===== src/fsha1_pkg.sv =====
// Shared types, constants and round functions for the flawed SHA-1 block hasher.
// Depends on nothing; every other file of the block imports it.
`timescale 1ns / 1ps

package fsha1_pkg;

	localparam int NUM_WORDS    = 16;
	localparam int NUM_ROUNDS   = 80;
	localparam int DIGEST_WORDS = 5;
	localparam int QUEUE_DEPTH  = 4;

	localparam int WCNT_W  = $clog2(NUM_WORDS);
	localparam int ROUND_W = $clog2(NUM_ROUNDS);
	localparam int IDX_W   = 3;
	localparam int QPTR_W  = $clog2(QUEUE_DEPTH);
	localparam int QCNT_W  = $clog2(QUEUE_DEPTH + 1);

	// Operation codes on the op input.
	localparam logic [1:0] OP_CLEAR  = 2'd0;
	localparam logic [1:0] OP_INIT   = 2'd1;
	localparam logic [1:0] OP_WORD   = 2'd2;
	localparam logic [1:0] OP_UNUSED = 2'd3;

	localparam logic [31:0] IV [DIGEST_WORDS] = '{
		32'h67452301, 32'hEFCDAB89, 32'h98BADCFE, 32'h10325476, 32'hC3D2E1F0
	};

	localparam logic [31:0] K0 = 32'h5A827999;
	localparam logic [31:0] K1 = 32'h6ED9EBA1;
	localparam logic [31:0] K2 = 32'h8F1BBCDC;
	localparam logic [31:0] K3 = 32'hCA62C1D6;

	typedef enum logic [1:0] {
		CMD_CLEAR,
		CMD_INIT,
		CMD_WORD
	} cmd_kind_t;

	// One classified request as it travels from the front end to the engine.
	typedef struct packed {
		cmd_kind_t   kind;
		logic [31:0] word;
		logic        emit;
		logic        blk_end;
	} cmd_t;

	typedef struct packed {
		logic empty;
		logic full;
	} q_status_t;

	function automatic logic [31:0] rotl5(input logic [31:0] x);
		rotl5 = {x[26:0], x[31:27]};
	endfunction

	function automatic logic [31:0] rotl30(input logic [31:0] x);
		rotl30 = {x[1:0], x[31:2]};
	endfunction

	// Rotate by 30 where the two bits entering at the top are also forced
	// high when the sign bit of the operand is set.
	function automatic logic [31:0] rotl30_sign(input logic [31:0] x);
		rotl30_sign = {x[1:0] | {2{x[31]}}, x[31:2]};
	endfunction

	function automatic logic [31:0] round_f(input logic [1:0] stage,
			input logic [31:0] b, input logic [31:0] c, input logic [31:0] d);
		case (stage)
			2'd0: round_f = (b & c) | (~b & d);
			2'd2: round_f = (b & c) | (b & d) | (c & d);
			default: round_f = b ^ c ^ d;
		endcase
	endfunction

	function automatic logic [31:0] round_k(input logic [1:0] stage);
		case (stage)
			2'd0: round_k = K0;
			2'd1: round_k = K1;
			2'd2: round_k = K2;
			default: round_k = K3;
		endcase
	endfunction

endpackage


===== src/flawed_sha1_block_hasher.sv =====
// Top level of the flawed SHA-1 block hasher: front end, command queue and
// compression engine. Depends on fsha1_pkg, fsha1_front, fsha1_queue, fsha1_engine.
//
// Channel    Direction  Handshake                   Payload
// request    in         start & !busy               op, data_word, emit_digest
// digest     out        strobe, one cycle, no stall  digest_word, word_index, last
//
// The sixteenth word starts a block: the 80 rounds run on the single round unit,
// the result is added into the chaining words, then five digest words go out if
// emission was requested. A four-entry command queue takes requests while the
// engine runs rounds; busy is high while it is full.
// Reset (arst_n low) zeroes the chaining words, the word count and the queue.
// Digest words cannot be held off; each is valid only in its strobe cycle.
`timescale 1ns / 1ps

module flawed_sha1_block_hasher import fsha1_pkg::*; (
	input  logic        clk,
	input  logic        arst_n,
	input  logic        start,
	output logic        busy,
	input  logic [1:0]  op,
	input  logic [31:0] data_word,
	input  logic        emit_digest,
	output logic        strobe,
	output logic [31:0] digest_word,
	output logic [2:0]  word_index,
	output logic        last
);

	// Classified requests from the front end enter the queue here.
	logic      push;
	cmd_t      push_cmd;
	// The engine pops from the queue head when it is idle.
	logic      pop;
	cmd_t      head;
	q_status_t status;

	// The queue's full flag is the request channel's back pressure.
	assign busy = status.full;

	fsha1_front u_front (
		.clk         (clk),
		.arst_n      (arst_n),
		.start       (start),
		.busy        (busy),
		.op          (op),
		.data_word   (data_word),
		.emit_digest (emit_digest),
		.push        (push),
		.cmd         (push_cmd)
	);

	fsha1_queue u_queue (
		.clk      (clk),
		.arst_n   (arst_n),
		.push     (push),
		.push_cmd (push_cmd),
		.pop      (pop),
		.head     (head),
		.status   (status)
	);

	// The engine keeps the chaining words and the message window and
	// drives the digest outputs straight from its registers.
	fsha1_engine u_engine (
		.clk         (clk),
		.arst_n      (arst_n),
		.head        (head),
		.status      (status),
		.pop         (pop),
		.strobe      (strobe),
		.digest_word (digest_word),
		.word_index  (word_index),
		.last        (last)
	);

endmodule


===== src/fsha1_front.sv =====
// Front end: takes requests, counts collected message words and classifies
// each request into a command for the queue. Depends on fsha1_pkg.
`timescale 1ns / 1ps

module fsha1_front import fsha1_pkg::*; (
	input  logic        clk,
	input  logic        arst_n,
	input  logic        start,
	input  logic        busy,
	input  logic [1:0]  op,
	input  logic [31:0] data_word,
	input  logic        emit_digest,
	output logic        push,
	output cmd_t        cmd
);

	logic              accept;
	logic [WCNT_W-1:0] word_cnt_q;

	assign accept = start & ~busy;

	always_comb begin
		cmd.word    = data_word;
		cmd.emit    = emit_digest;
		cmd.blk_end = (op == OP_WORD) && (word_cnt_q == WCNT_W'(NUM_WORDS - 1));
		case (op)
			OP_CLEAR: begin
				cmd.kind = CMD_CLEAR;
				push     = accept;
			end
			OP_INIT: begin
				cmd.kind = CMD_INIT;
				push     = accept;
			end
			OP_WORD: begin
				cmd.kind = CMD_WORD;
				push     = accept;
			end
			default: begin
				// The unused code changes nothing and is dropped here.
				cmd.kind = CMD_WORD;
				push     = 1'b0;
			end
		endcase
	end

	always_ff @(posedge clk or negedge arst_n) begin
		if (!arst_n) begin
			word_cnt_q <= '0;
		end else if (accept) begin
			case (op)
				OP_CLEAR, OP_INIT: word_cnt_q <= '0;
				OP_WORD: word_cnt_q <= word_cnt_q + WCNT_W'(1);
				default: word_cnt_q <= word_cnt_q;
			endcase
		end
	end

endmodule


===== src/fsha1_queue.sv =====
// Short command queue between the front end and the compression engine.
// Depends on fsha1_pkg for the command type and the queue depth.
`timescale 1ns / 1ps

module fsha1_queue import fsha1_pkg::*; (
	input  logic      clk,
	input  logic      arst_n,
	input  logic      push,
	input  cmd_t      push_cmd,
	input  logic      pop,
	output cmd_t      head,
	output q_status_t status
);

	cmd_t              slots_q [QUEUE_DEPTH];
	logic [QPTR_W-1:0] wr_ptr_q;
	logic [QPTR_W-1:0] rd_ptr_q;
	logic [QCNT_W-1:0] count_q;
	logic              do_push;
	logic              do_pop;

	assign status.empty = (count_q == '0);
	assign status.full  = (count_q == QCNT_W'(QUEUE_DEPTH));
	assign do_push      = push & ~status.full;
	assign do_pop       = pop & ~status.empty;
	assign head         = slots_q[rd_ptr_q];

	always_ff @(posedge clk) begin
		if (do_push) begin
			slots_q[wr_ptr_q] <= push_cmd;
		end
	end

	always_ff @(posedge clk or negedge arst_n) begin
		if (!arst_n) begin
			wr_ptr_q <= '0;
			rd_ptr_q <= '0;
			count_q  <= '0;
		end else begin
			if (do_push) begin
				wr_ptr_q <= wr_ptr_q + QPTR_W'(1);
			end
			if (do_pop) begin
				rd_ptr_q <= rd_ptr_q + QPTR_W'(1);
			end
			case ({do_push, do_pop})
				2'b10: count_q <= count_q + QCNT_W'(1);
				2'b01: count_q <= count_q - QCNT_W'(1);
				default: count_q <= count_q;
			endcase
		end
	end

endmodule


===== src/fsha1_engine.sv =====
// Compression engine: executes queued commands, runs one round per cycle
// and drives the digest words out. Depends on fsha1_pkg.
`timescale 1ns / 1ps

module fsha1_engine import fsha1_pkg::*; (
	input  logic             clk,
	input  logic             arst_n,
	input  cmd_t             head,
	input  q_status_t        status,
	output logic             pop,
	output logic             strobe,
	output logic [31:0]      digest_word,
	output logic [IDX_W-1:0] word_index,
	output logic             last
);

	typedef enum logic [1:0] {
		ST_IDLE,
		ST_ROUND,
		ST_ADD,
		ST_EMIT
	} state_t;

	state_t             state_q;
	logic [ROUND_W-1:0] rnd_q;
	logic [IDX_W-1:0]   idx_q;
	logic               emit_q;
	logic [31:0]        cv_q [DIGEST_WORDS];
	logic [31:0]        w_q [NUM_WORDS];
	logic [31:0]        a_q, b_q, c_q, d_q, e_q;

	logic [1:0]  stage;
	logic [31:0] t_new;
	logic [31:0] c_new;
	logic [31:0] w_next;
	logic        take_word;
	logic        start_blk;

	assign pop       = (state_q == ST_IDLE) && !status.empty;
	assign take_word = pop && (head.kind == CMD_WORD);
	assign start_blk = take_word && head.blk_end;

	always_comb begin
		if (rnd_q < ROUND_W'(20)) begin
			stage = 2'd0;
		end else if (rnd_q < ROUND_W'(40)) begin
			stage = 2'd1;
		end else if (rnd_q < ROUND_W'(60)) begin
			stage = 2'd2;
		end else begin
			stage = 2'd3;
		end
		t_new  = rotl5(a_q) + round_f(stage, b_q, c_q, d_q) + e_q + w_q[0] + round_k(stage);
		c_new  = (stage == 2'd0) ? rotl30_sign(b_q) : rotl30(b_q);
		w_next = w_q[0] ^ w_q[2] ^ w_q[8] ^ w_q[13];
	end

	// Message window: words shift in during collection, the schedule shifts
	// in during rounds, so w_q[0] is always the current round's word.
	always_ff @(posedge clk) begin
		if (take_word || state_q == ST_ROUND) begin
			for (int i = 0; i < NUM_WORDS - 1; i++) begin
				w_q[i] <= w_q[i + 1];
			end
			w_q[NUM_WORDS - 1] <= take_word ? head.word : w_next;
		end
		if (start_blk) begin
			a_q <= cv_q[0];
			b_q <= cv_q[1];
			c_q <= cv_q[2];
			d_q <= cv_q[3];
			e_q <= cv_q[4];
		end else if (state_q == ST_ROUND) begin
			a_q <= t_new;
			b_q <= a_q;
			c_q <= c_new;
			d_q <= c_q;
			e_q <= d_q;
		end
	end

	always_ff @(posedge clk or negedge arst_n) begin
		if (!arst_n) begin
			state_q     <= ST_IDLE;
			rnd_q       <= '0;
			idx_q       <= '0;
			emit_q      <= 1'b0;
			strobe      <= 1'b0;
			digest_word <= '0;
			word_index  <= '0;
			last        <= 1'b0;
			for (int i = 0; i < DIGEST_WORDS; i++) begin
				cv_q[i] <= '0;
			end
		end else begin
			// The strobe and the last flag are high only in the cycle that
			// carries a digest word.
			strobe <= (state_q == ST_EMIT);
			last   <= (state_q == ST_EMIT) && (idx_q == IDX_W'(DIGEST_WORDS - 1));
			case (state_q)
				ST_IDLE: begin
					if (pop) begin
						case (head.kind)
							CMD_CLEAR: begin
								for (int i = 0; i < DIGEST_WORDS; i++) begin
									cv_q[i] <= '0;
								end
							end
							CMD_INIT: begin
								for (int i = 0; i < DIGEST_WORDS; i++) begin
									cv_q[i] <= IV[i];
								end
							end
							default: begin
								if (head.blk_end) begin
									rnd_q   <= '0;
									emit_q  <= head.emit;
									state_q <= ST_ROUND;
								end
							end
						endcase
					end
				end
				ST_ROUND: begin
					rnd_q <= rnd_q + ROUND_W'(1);
					if (rnd_q == ROUND_W'(NUM_ROUNDS - 1)) begin
						state_q <= ST_ADD;
					end
				end
				ST_ADD: begin
					cv_q[0] <= cv_q[0] + a_q;
					cv_q[1] <= cv_q[1] + b_q;
					cv_q[2] <= cv_q[2] + c_q;
					cv_q[3] <= cv_q[3] + d_q;
					cv_q[4] <= cv_q[4] + e_q;
					idx_q   <= '0;
					state_q <= emit_q ? ST_EMIT : ST_IDLE;
				end
				ST_EMIT: begin
					digest_word <= cv_q[idx_q];
					word_index  <= idx_q;
					idx_q       <= idx_q + IDX_W'(1);
					if (idx_q == IDX_W'(DIGEST_WORDS - 1)) begin
						state_q <= ST_IDLE;
					end
				end
				default: begin
					state_q <= ST_IDLE;
				end
			endcase
		end
	end

endmodule


===== config.mk =====
export PLATFORM = sky130hd
export DESIGN_NAME = flawed_sha1_block_hasher
export DESIGN_NICKNAME = d
export VERILOG_FILES = /design/src/fsha1_pkg.sv /design/src/flawed_sha1_block_hasher.sv /design/src/fsha1_front.sv /design/src/fsha1_queue.sv /design/src/fsha1_engine.sv
export SDC_FILE = /design/constraint.sdc
export NUM_CORES = 2
export LEC_CHECK = 0
export BUFFER_PORTS_ARGS = -buffer_cell sky130_fd_sc_hd__buf_2
export CAP_MARGIN = 30
export CORE_MARGIN = 2
export CORE_UTILIZATION = 60
export CTS_CLUSTER_SIZE = 30
export DETAILED_ROUTE_END_ITERATION = 8
export GPL_ROUTABILITY_DRIVEN = 0
export GPL_TIMING_DRIVEN = 0
export PLACE_DENSITY_LB_ADDON = 0.2
export SLEW_MARGIN = 0
export SYNTH_ARGS = -nofsm -noshare
export SYNTH_HDL_FRONTEND = slang
export SYNTH_SLANG_ARGS = --single-unit

===== constraint.sdc =====
create_clock -name clk -period 24.6 [get_ports clk]
set_clock_uncertainty 0.2 [all_clocks]
set_input_delay 2.46 -clock clk [delete_from_list [all_inputs] [get_ports clk]]
set_output_delay 2.46 -clock clk [all_outputs]
set_load 0.01 [all_outputs]

* Yosys cells after proc, flatten, opt, wreduce, memory -nomap -nowiden
Memory sizes are Yosys's and may differ from the RTL's.
Cells that the tools add are included.
** Word-level totals
- Flip-flop bits (word level) :: 381
- Bits in writable memories :: 656
- Input port bits :: 38
- Output and inout port bits :: 38
- Word-level logic and storage cells :: 155
- Memories kept :: 2
** Memories
- u_engine.w_q :: words 16, bits a word 32, read ports 16, clocked after memory_dff 0, wr ports 16, RTL line fsha1_engine.sv:29 : logic [31:0] w_q [NUM_WORDS];
- u_queue.slots_q :: words 4, bits a word 36, read ports 1, clocked after memory_dff 0, wr ports 1, RTL line fsha1_queue.sv:15 : cmd_t slots_q [QUEUE_DEPTH];
** Operators by class
- $add $sub $neg :: 16
- Order comparisons :: 4
- Equal/unequal tests :: 21
- Mux-type cells :: 43
- Bitwise operators :: 21
- Reduce and logical (&&, ||, !) cells :: 26
** Operators with widths (count)
- $pmux W160 S2 :: 2
- $mux W32 :: 14
- $add A32 B32 Y32 :: 9
- $mux W160 :: 1
- $xor A32 B32 Y32 :: 5
- $and A32 B32 Y32 :: 4
- $bmux W32 S3 :: 1
- $or A32 B32 Y32 :: 3
- $pmux W32 S3 :: 1
- $pmux W32 S2 :: 1
- $not A32 Y32 :: 1
- $mux W7 :: 3
- $mux W2 :: 8
- $lt A7 B6 Y1 const B :: 2
- $pmux W7 S2 :: 1
- $eq A2 B2 Y1 const B :: 6
- $pmux W3 S2 :: 2
- $reduce_bool A2 Y1 :: 6
- $eq A2 B1 Y1 const B :: 5
- $logic_not A2 Y1 :: 4
- $pmux W2 S4 :: 1
- $pmux W4 S2 :: 1
- $reduce_and A4 Y1 :: 2
- $add A7 B1 Y7 const B :: 1
- other kinds (27) :: 47

* Longest topological paths before layout
- Depth in word-level cells :: 12
- Depth in mapped cells :: 28
- Depth with buffers taken out :: 26

* Modules after synthesis
Synthesis repeated with hierarchy kept, for this count alone.
** Unflattened totals
- Cells, all modules :: 4099
- Area, all modules :: 51478.1 um^2
** By module, submodules not included
- fsha1_engine :: instances 1, cells each 3809, area each 45283.4 um^2, seq. area each 25434.4 um^2
- fsha1_queue :: instances 1, cells each 225, area each 5635.4 um^2, seq. area each 4499.3 um^2
- fsha1_front :: instances 1, cells each 65, area each 559.3 um^2, seq. area each 100.1 um^2

* Worst setup path after synthesis
No wires, ideal clock.
- Path type :: register to register
- From :: reg u_queue.rd_ptr_q[0]
- To :: mem u_engine.w_q[0][0], enable pin
- Arrival time :: 13851 ps
- Required time :: 23429 ps
- Slack :: 9578 ps
- Stages on the path, launching flop included :: 7
- Clock period less this slack :: 15022 ps
- Cells stage by stage :: dfrtp_1 > buf_2 > mux4_2 > inv_1 > and3_1 > clkbuf_1 > nand2b_1
** RTL lines
- start: declaration :: RTL line fsha1_queue.sv:17 : logic [QPTR_W-1:0] rd_ptr_q;
- start signal: assignment :: RTL line fsha1_queue.sv:44 : rd_ptr_q <= rd_ptr_q + QPTR_W'(1);
- end: declaration :: RTL line fsha1_engine.sv:29

* Worst setup path after layout
- From :: reg u_engine.rnd_q[5]
- To :: reg u_engine.a_q[30] (data pin)
** On the way
- Word-level cells in the longest chain between the ends :: 12
- Elaborated cells on any way between the ends :: 17
- Classes of those cells :: add/sub: 4; order compare: 3; eq/ne: 2; mux: 7; reduce/logical: 1
** Ends and longest elaborated chain
- start: declaration :: RTL line fsha1_engine.sv:25 : logic [ROUND_W-1:0] rnd_q;
- start signal: assignment :: RTL line fsha1_engine.sv:125 : rnd_q <= rnd_q + ROUND_W'(1);
- $lt A7 B6 Y1 :: RTL line fsha1_engine.sv:48 : end else if (rnd_q < ROUND_W'(60)) begin
- $mux W1 :: RTL line fsha1_engine.sv:48
- $mux W2 :: RTL line fsha1_engine.sv:46 : end else if (rnd_q < ROUND_W'(40)) begin
- $mux W2 * :: RTL line fsha1_engine.sv:44 : if (rnd_q < ROUND_W'(20)) begin
- $eq A2 B2 Y1 / $logic_not A2 Y1 (equally long branches) :: RTL line fsha1_pkg.sv:68, fsha1_pkg.sv:76
- $pmux W32 S2 :: RTL line fsha1_pkg.sv:68 : case (stage)
- $add A32 B32 Y32 (3 in series) :: RTL line fsha1_engine.sv:53 : t_new = rotl5(a_q) + round_f(stage, b_q, c_q, d_q) + e_q + w_q[0] + round_k(stage);
- $add A32 B32 Y32 * :: RTL line fsha1_engine.sv:53
- $mux W32 * :: RTL line fsha1_engine.sv:73 : end else if (state_q == ST_ROUND) begin
- $mux W32 * :: RTL line fsha1_engine.sv:67 : if (start_blk) begin
- end signal: assignment :: RTL line fsha1_engine.sv:68 : a_q <= cv_q[0];
- end signal: assignment :: RTL line fsha1_engine.sv:74 : a_q <= t_new;
- end: declaration :: RTL line fsha1_engine.sv:30 : logic [31:0] a_q, b_q, c_q, d_q, e_q;
Mark *: on every way between the ends. The rest lies on a longest branch, timed or not. The select of a mux whose other input is x is not followed.
A chain may end at the register's enable or synchronous reset.

==> metrics.md <==
| Metric | Value |
|---|---|
| Run status | `completed` |
| RSZ-0062 raised after global routing | `no` |
| Post-synthesis net count | `4121` |
| Sum of negative setup slack | `0 ns` |
| Width of the chip | `295 um` |
| Cell types with the largest area share after synthesis | `sky130_fd_sc_hd__edfxtp_1, sky130_fd_sc_hd__dfrtp_1, sky130_fd_sc_hd__ha_1` |
| Portion of the post-synthesis area used by sequential elements | `59.2%` |
| Number of storage elements in the synthesis netlist | `1037` |
| Worst setup path startpoint | `u_engine.rnd_q[5]$_DFFE_PN0P_` |
| Vias per std cell | `6.15` |
| Cell with the most instances after synthesis | `sky130_fd_sc_hd__edfxtp_1` |
| Filler cells | `5873` |
| Cells after Synth | `3751` |
| Placed cell areas | `53200 um2` |
| Number of gates resized after CTS | `0` |
| Max layer used | `met4` |
| Worst Setup Path Type | `flop to flop` |
| Startpoint types | `flop` |
| Maximum clock path buffer count | `3` |
| Min Clock Period, post-route | `9.00 ns` |
| Largest driver fanout on the critical path | `10` |
| Actual slew at the worst max-slew pin | `1.10 ns` |
| Fraction of the mapped netlist area in compound gates | `11.2%` |
| Max Fclk | `111 MHz` |
| Count of buffering cells on the critical path with inverters included | `6` |
| Total number of H-tree levels | `3` |
| Core Area | `83700 um2` |
| Port Buffers | `75` |
| Delay of the slowest cell on the worst path | `0.76 ns` |
| Classification of the worst-slack hold path | `flop to flop` |
| Dominant register cell in the synthesized netlist | `sky130_fd_sc_hd__edfxtp_1` |
| Area fraction in and, or, nand and nor cells after synthesis | `5.54%` |
| Clk slew on worst S/H paths | `0.06 ns` |
| Synth Warn # | `0` |
| Reg2Reg Depth | `26` |
| Detailed-routing iteration count for the pre-antenna-repair pass | `8` |
| DRC violations left | `0` |
| Routed length on met1 | `51.3 mm` |
| Max-capacitance violation count | `0` |
| CP endpoint kind | `flop` |
| Mean instance size in the synthesized netlist | `13.5 um2` |
| Wire length of the first global-routing pass | `194 mm` |
| Cell Rows | `106` |
| Wire length on met3 | `11.6 mm` |
| Setup bufs post-CTS | `0` |
| CTS tree | `done` |
| Synthesized-area fraction occupied by adder cells | `10.1%` |
| Share of the clock period used by the worst path after layout | `36.6%` |
| Finished layout cell area | `56600 um2` |
| Met2 wire length | `58.8 mm` |
| Main combinational cell family by area after synthesis | `compound AO/OA/AOI/OAI gates` |
| Register area | `30000 um2` |
| Residual antenna-violating net count after detailed routing | `0` |
| Top cells by count, synth | `sky130_fd_sc_hd__edfxtp_1, sky130_fd_sc_hd__a21oi_1, sky130_fd_sc_hd__inv_1, sky130_fd_sc_hd__dfrtp_1, sky130_fd_sc_hd__nand2_1` |
| Clock root cell | `sky130_fd_sc_hd__clkbuf_16` |
| Initial core utilization | `60.6%` |
| TritonCTS buffer count | `103` |
| Antenna cells | `0` |
| Cell area after technology mapping | `50700 um2` |
| Vias in the first global route | `31700` |
| Drt total wl | `129 mm` |
| Post-synthesis cell type count | `83` |
| Multiplexer fraction of the synthesized cell area | `6.68%` |
| Clock sink total | `1037` |
| Final setup violation count | `0` |
| Highest-delay cell along the critical path | `sky130_fd_sc_hd__a221oi_1` |
| Critical path depth in cells | `26` |
| Number of nets in the finished design | `4333` |
| Critical path arrival | `9.20 ns` |
| Height of the chip | `295 um` |
| Max Slew Vio Count | `0` |
| Max transition margin | `26.4%` |
| Hold path startpoint | `u_engine.w_q[5][1]$_DFFE_PP_` |
| Gr ovfl total | `0` |
| Parity-gate share of the synthesized area counting xor and xnor cells | `4.61%` |
| Overall die area | `86900 um2` |
| Number of buffers inserted for hold repair after clock tree synthesis | `0` |
| Pin count of the biggest net entering global routing | `105` |
| Min-Delay Path Depth | `0` |
| Number of enable flip-flop cells after synthesis | `816` |
| Number of DRC markers after the initial detailed-route iteration | `3257` |
| Start of the worst register-to-register path | `u_engine.rnd_q[5]$_DFFE_PN0P_` |
| Dominant cell type by area after synthesis | `sky130_fd_sc_hd__edfxtp_1` |
| Total global-route track usage | `30.2%` |
| Top Family by Delay on Critical Path | `compound AO/OA/AOI/OAI gates` |
| HPWL reported at the end of detailed placement | `96.0 mm` |
| Initial antenna violation count | `0` |
| Share of flip-flops with an asynchronous set or reset after synthesis | `21.3%` |
| Post-detailed-route wirelength per cell | `24.9 um` |
| Layout overhead on the synthesized area | `11.6%` |
| Top-area cell type share of the netlist area | `48.3%` |
| Fraction of final layout cells sized beyond drive strength 1 | `12.3%` |
| Final hold violation count | `0` |
| Clock insertion delay at the later pin of the skew report | `0.72 ns` |
| Required time of the critical path | `24.80 ns` |
| IO Count | `76` |
| Worst hold slack | `0.175 ns` |
| Multi-input logic area | `19400 um2` |
| Via count | `31900` |
## state kept, by name, summed over array words and instances, names as in the netlist
register and count:
u_queue.slots_q 144, u_queue.wr_ptr_q 2, u_front.word_cnt_q 4, u_engine.state_q 2
u_engine.idx_q 3, u_engine.b_q 32, u_engine.a_q 32, u_engine.d_q 32
u_queue.count_q 3, u_engine.digest_word 32, u_engine.word_index 3, u_engine.last 1
u_engine.emit_q 1, u_engine.w_q 512, u_engine.cv_q 160, u_engine.e_q 32
u_engine.strobe 1, u_queue.rd_ptr_q 2, u_engine.c_q 32, u_engine.rnd_q 7
## through the flow
step	instances	util [%]	setup WS [ns]
after floorplan	3751	-	9.58
after global placement	4960	62.8	4.33
after detailed placement	4992	63.6	15.83
after CTS	5188	67.7	15.76
after global routing	5188	67.7	15.16
final	5188	67.7	15.60
## worst paths after layout
| check | to | slack (ns) |
|---|---|---|
| max | u_engine.a_q[30]$_DFFE_PP_ | 15.60 |
| min | u_engine.w_q[4][1]$_DFFE_PP_ | 0.17 |
| max reg2reg | u_engine.a_q[30]$_DFFE_PP_ | 15.60 |
| min reg2reg | u_engine.w_q[4][1]$_DFFE_PP_ | 0.17 |
| max in group asynchronous | u_engine.cv_q[78]$_DFFE_PN0P_ | 21.93 |
| min in group asynchronous | u_engine.cv_q[0]$_DFFE_PN0P_ | 1.39 |
## worst reg2reg max path: stages, from the launching register on
cell and delay, ns:
sky130_fd_sc_hd__dfrtp_1 0.32, sky130_fd_sc_hd__clkbuf_1 0.28, sky130_fd_sc_hd__inv_2 0.08, sky130_fd_sc_hd__maj3_1 0.41, sky130_fd_sc_hd__a221oi_1 0.76, sky130_fd_sc_hd__ha_1 0.33
sky130_fd_sc_hd__clkbuf_1 0.60, sky130_fd_sc_hd__clkbuf_1 0.64, sky130_fd_sc_hd__a22oi_1 0.15, sky130_fd_sc_hd__a21oi_1 0.26, sky130_fd_sc_hd__fa_1 0.49, sky130_fd_sc_hd__fa_1 0.54
sky130_fd_sc_hd__inv_1 0.07, sky130_fd_sc_hd__fa_1 0.53, sky130_fd_sc_hd__inv_1 0.06, sky130_fd_sc_hd__ha_1 0.26, sky130_fd_sc_hd__a21oi_1 0.16, sky130_fd_sc_hd__nor2b_1 0.08
sky130_fd_sc_hd__o31a_1 0.28, sky130_fd_sc_hd__o31ai_1 0.67, sky130_fd_sc_hd__o221ai_1 0.41, sky130_fd_sc_hd__a41o_1 0.38, sky130_fd_sc_hd__nand3_1 0.13, sky130_fd_sc_hd__o21ai_1 0.11
sky130_fd_sc_hd__a41oi_1 0.26, sky130_fd_sc_hd__xor2_1 0.19, sky130_fd_sc_hd__o21ai_1 0.07
## routing by layer
layer | GRT usage, % | vias up
met5 | 0 | -
met4 | 15.8 | 0
met3 | 5.56 | 298
met2 | 46.9 | 1383
met1 | 41.1 | 15900
li1 | - | 14400
## cell usage in the layout, fill, tap and decap left out, drive strengths merged, types with 88 or more instances in the layout
cell,n
nand2,214
inv,225
edfxtp,816
clkbuf,270
xnor2,180
a21oi,258
buf,123
ha,206
a21o,88
mux2,159
dfrtp,221
fa,126
o21ai,240
nor2,176
## final cells by class
class | count | share of cell area, %
Multi-Input combinational cell | 2345 | 34.2
Clock buffer | 144 | 4.98
Clock inverter | 52 | 1.06
Sequential cell | 1037 | 53.0
Tap cell | 1134 | 2.50
Timing Repair Buffer | 107 | 1.82
Buffer | 142 | 0.943
Inverter | 227 | 1.50
## logic make-up after synthesis
logic type	after synthesis
xor gates and xnor gates	267
DFF	1037
AOI/OAI and AO/OA	892
and+or+nand+nor	619
muxes	234
buffers and inverters	369
adders and majority gates	333
Power is not shown: default switching activity piles up to over one toggle a cycle in this logic, so the estimate is an artifact.
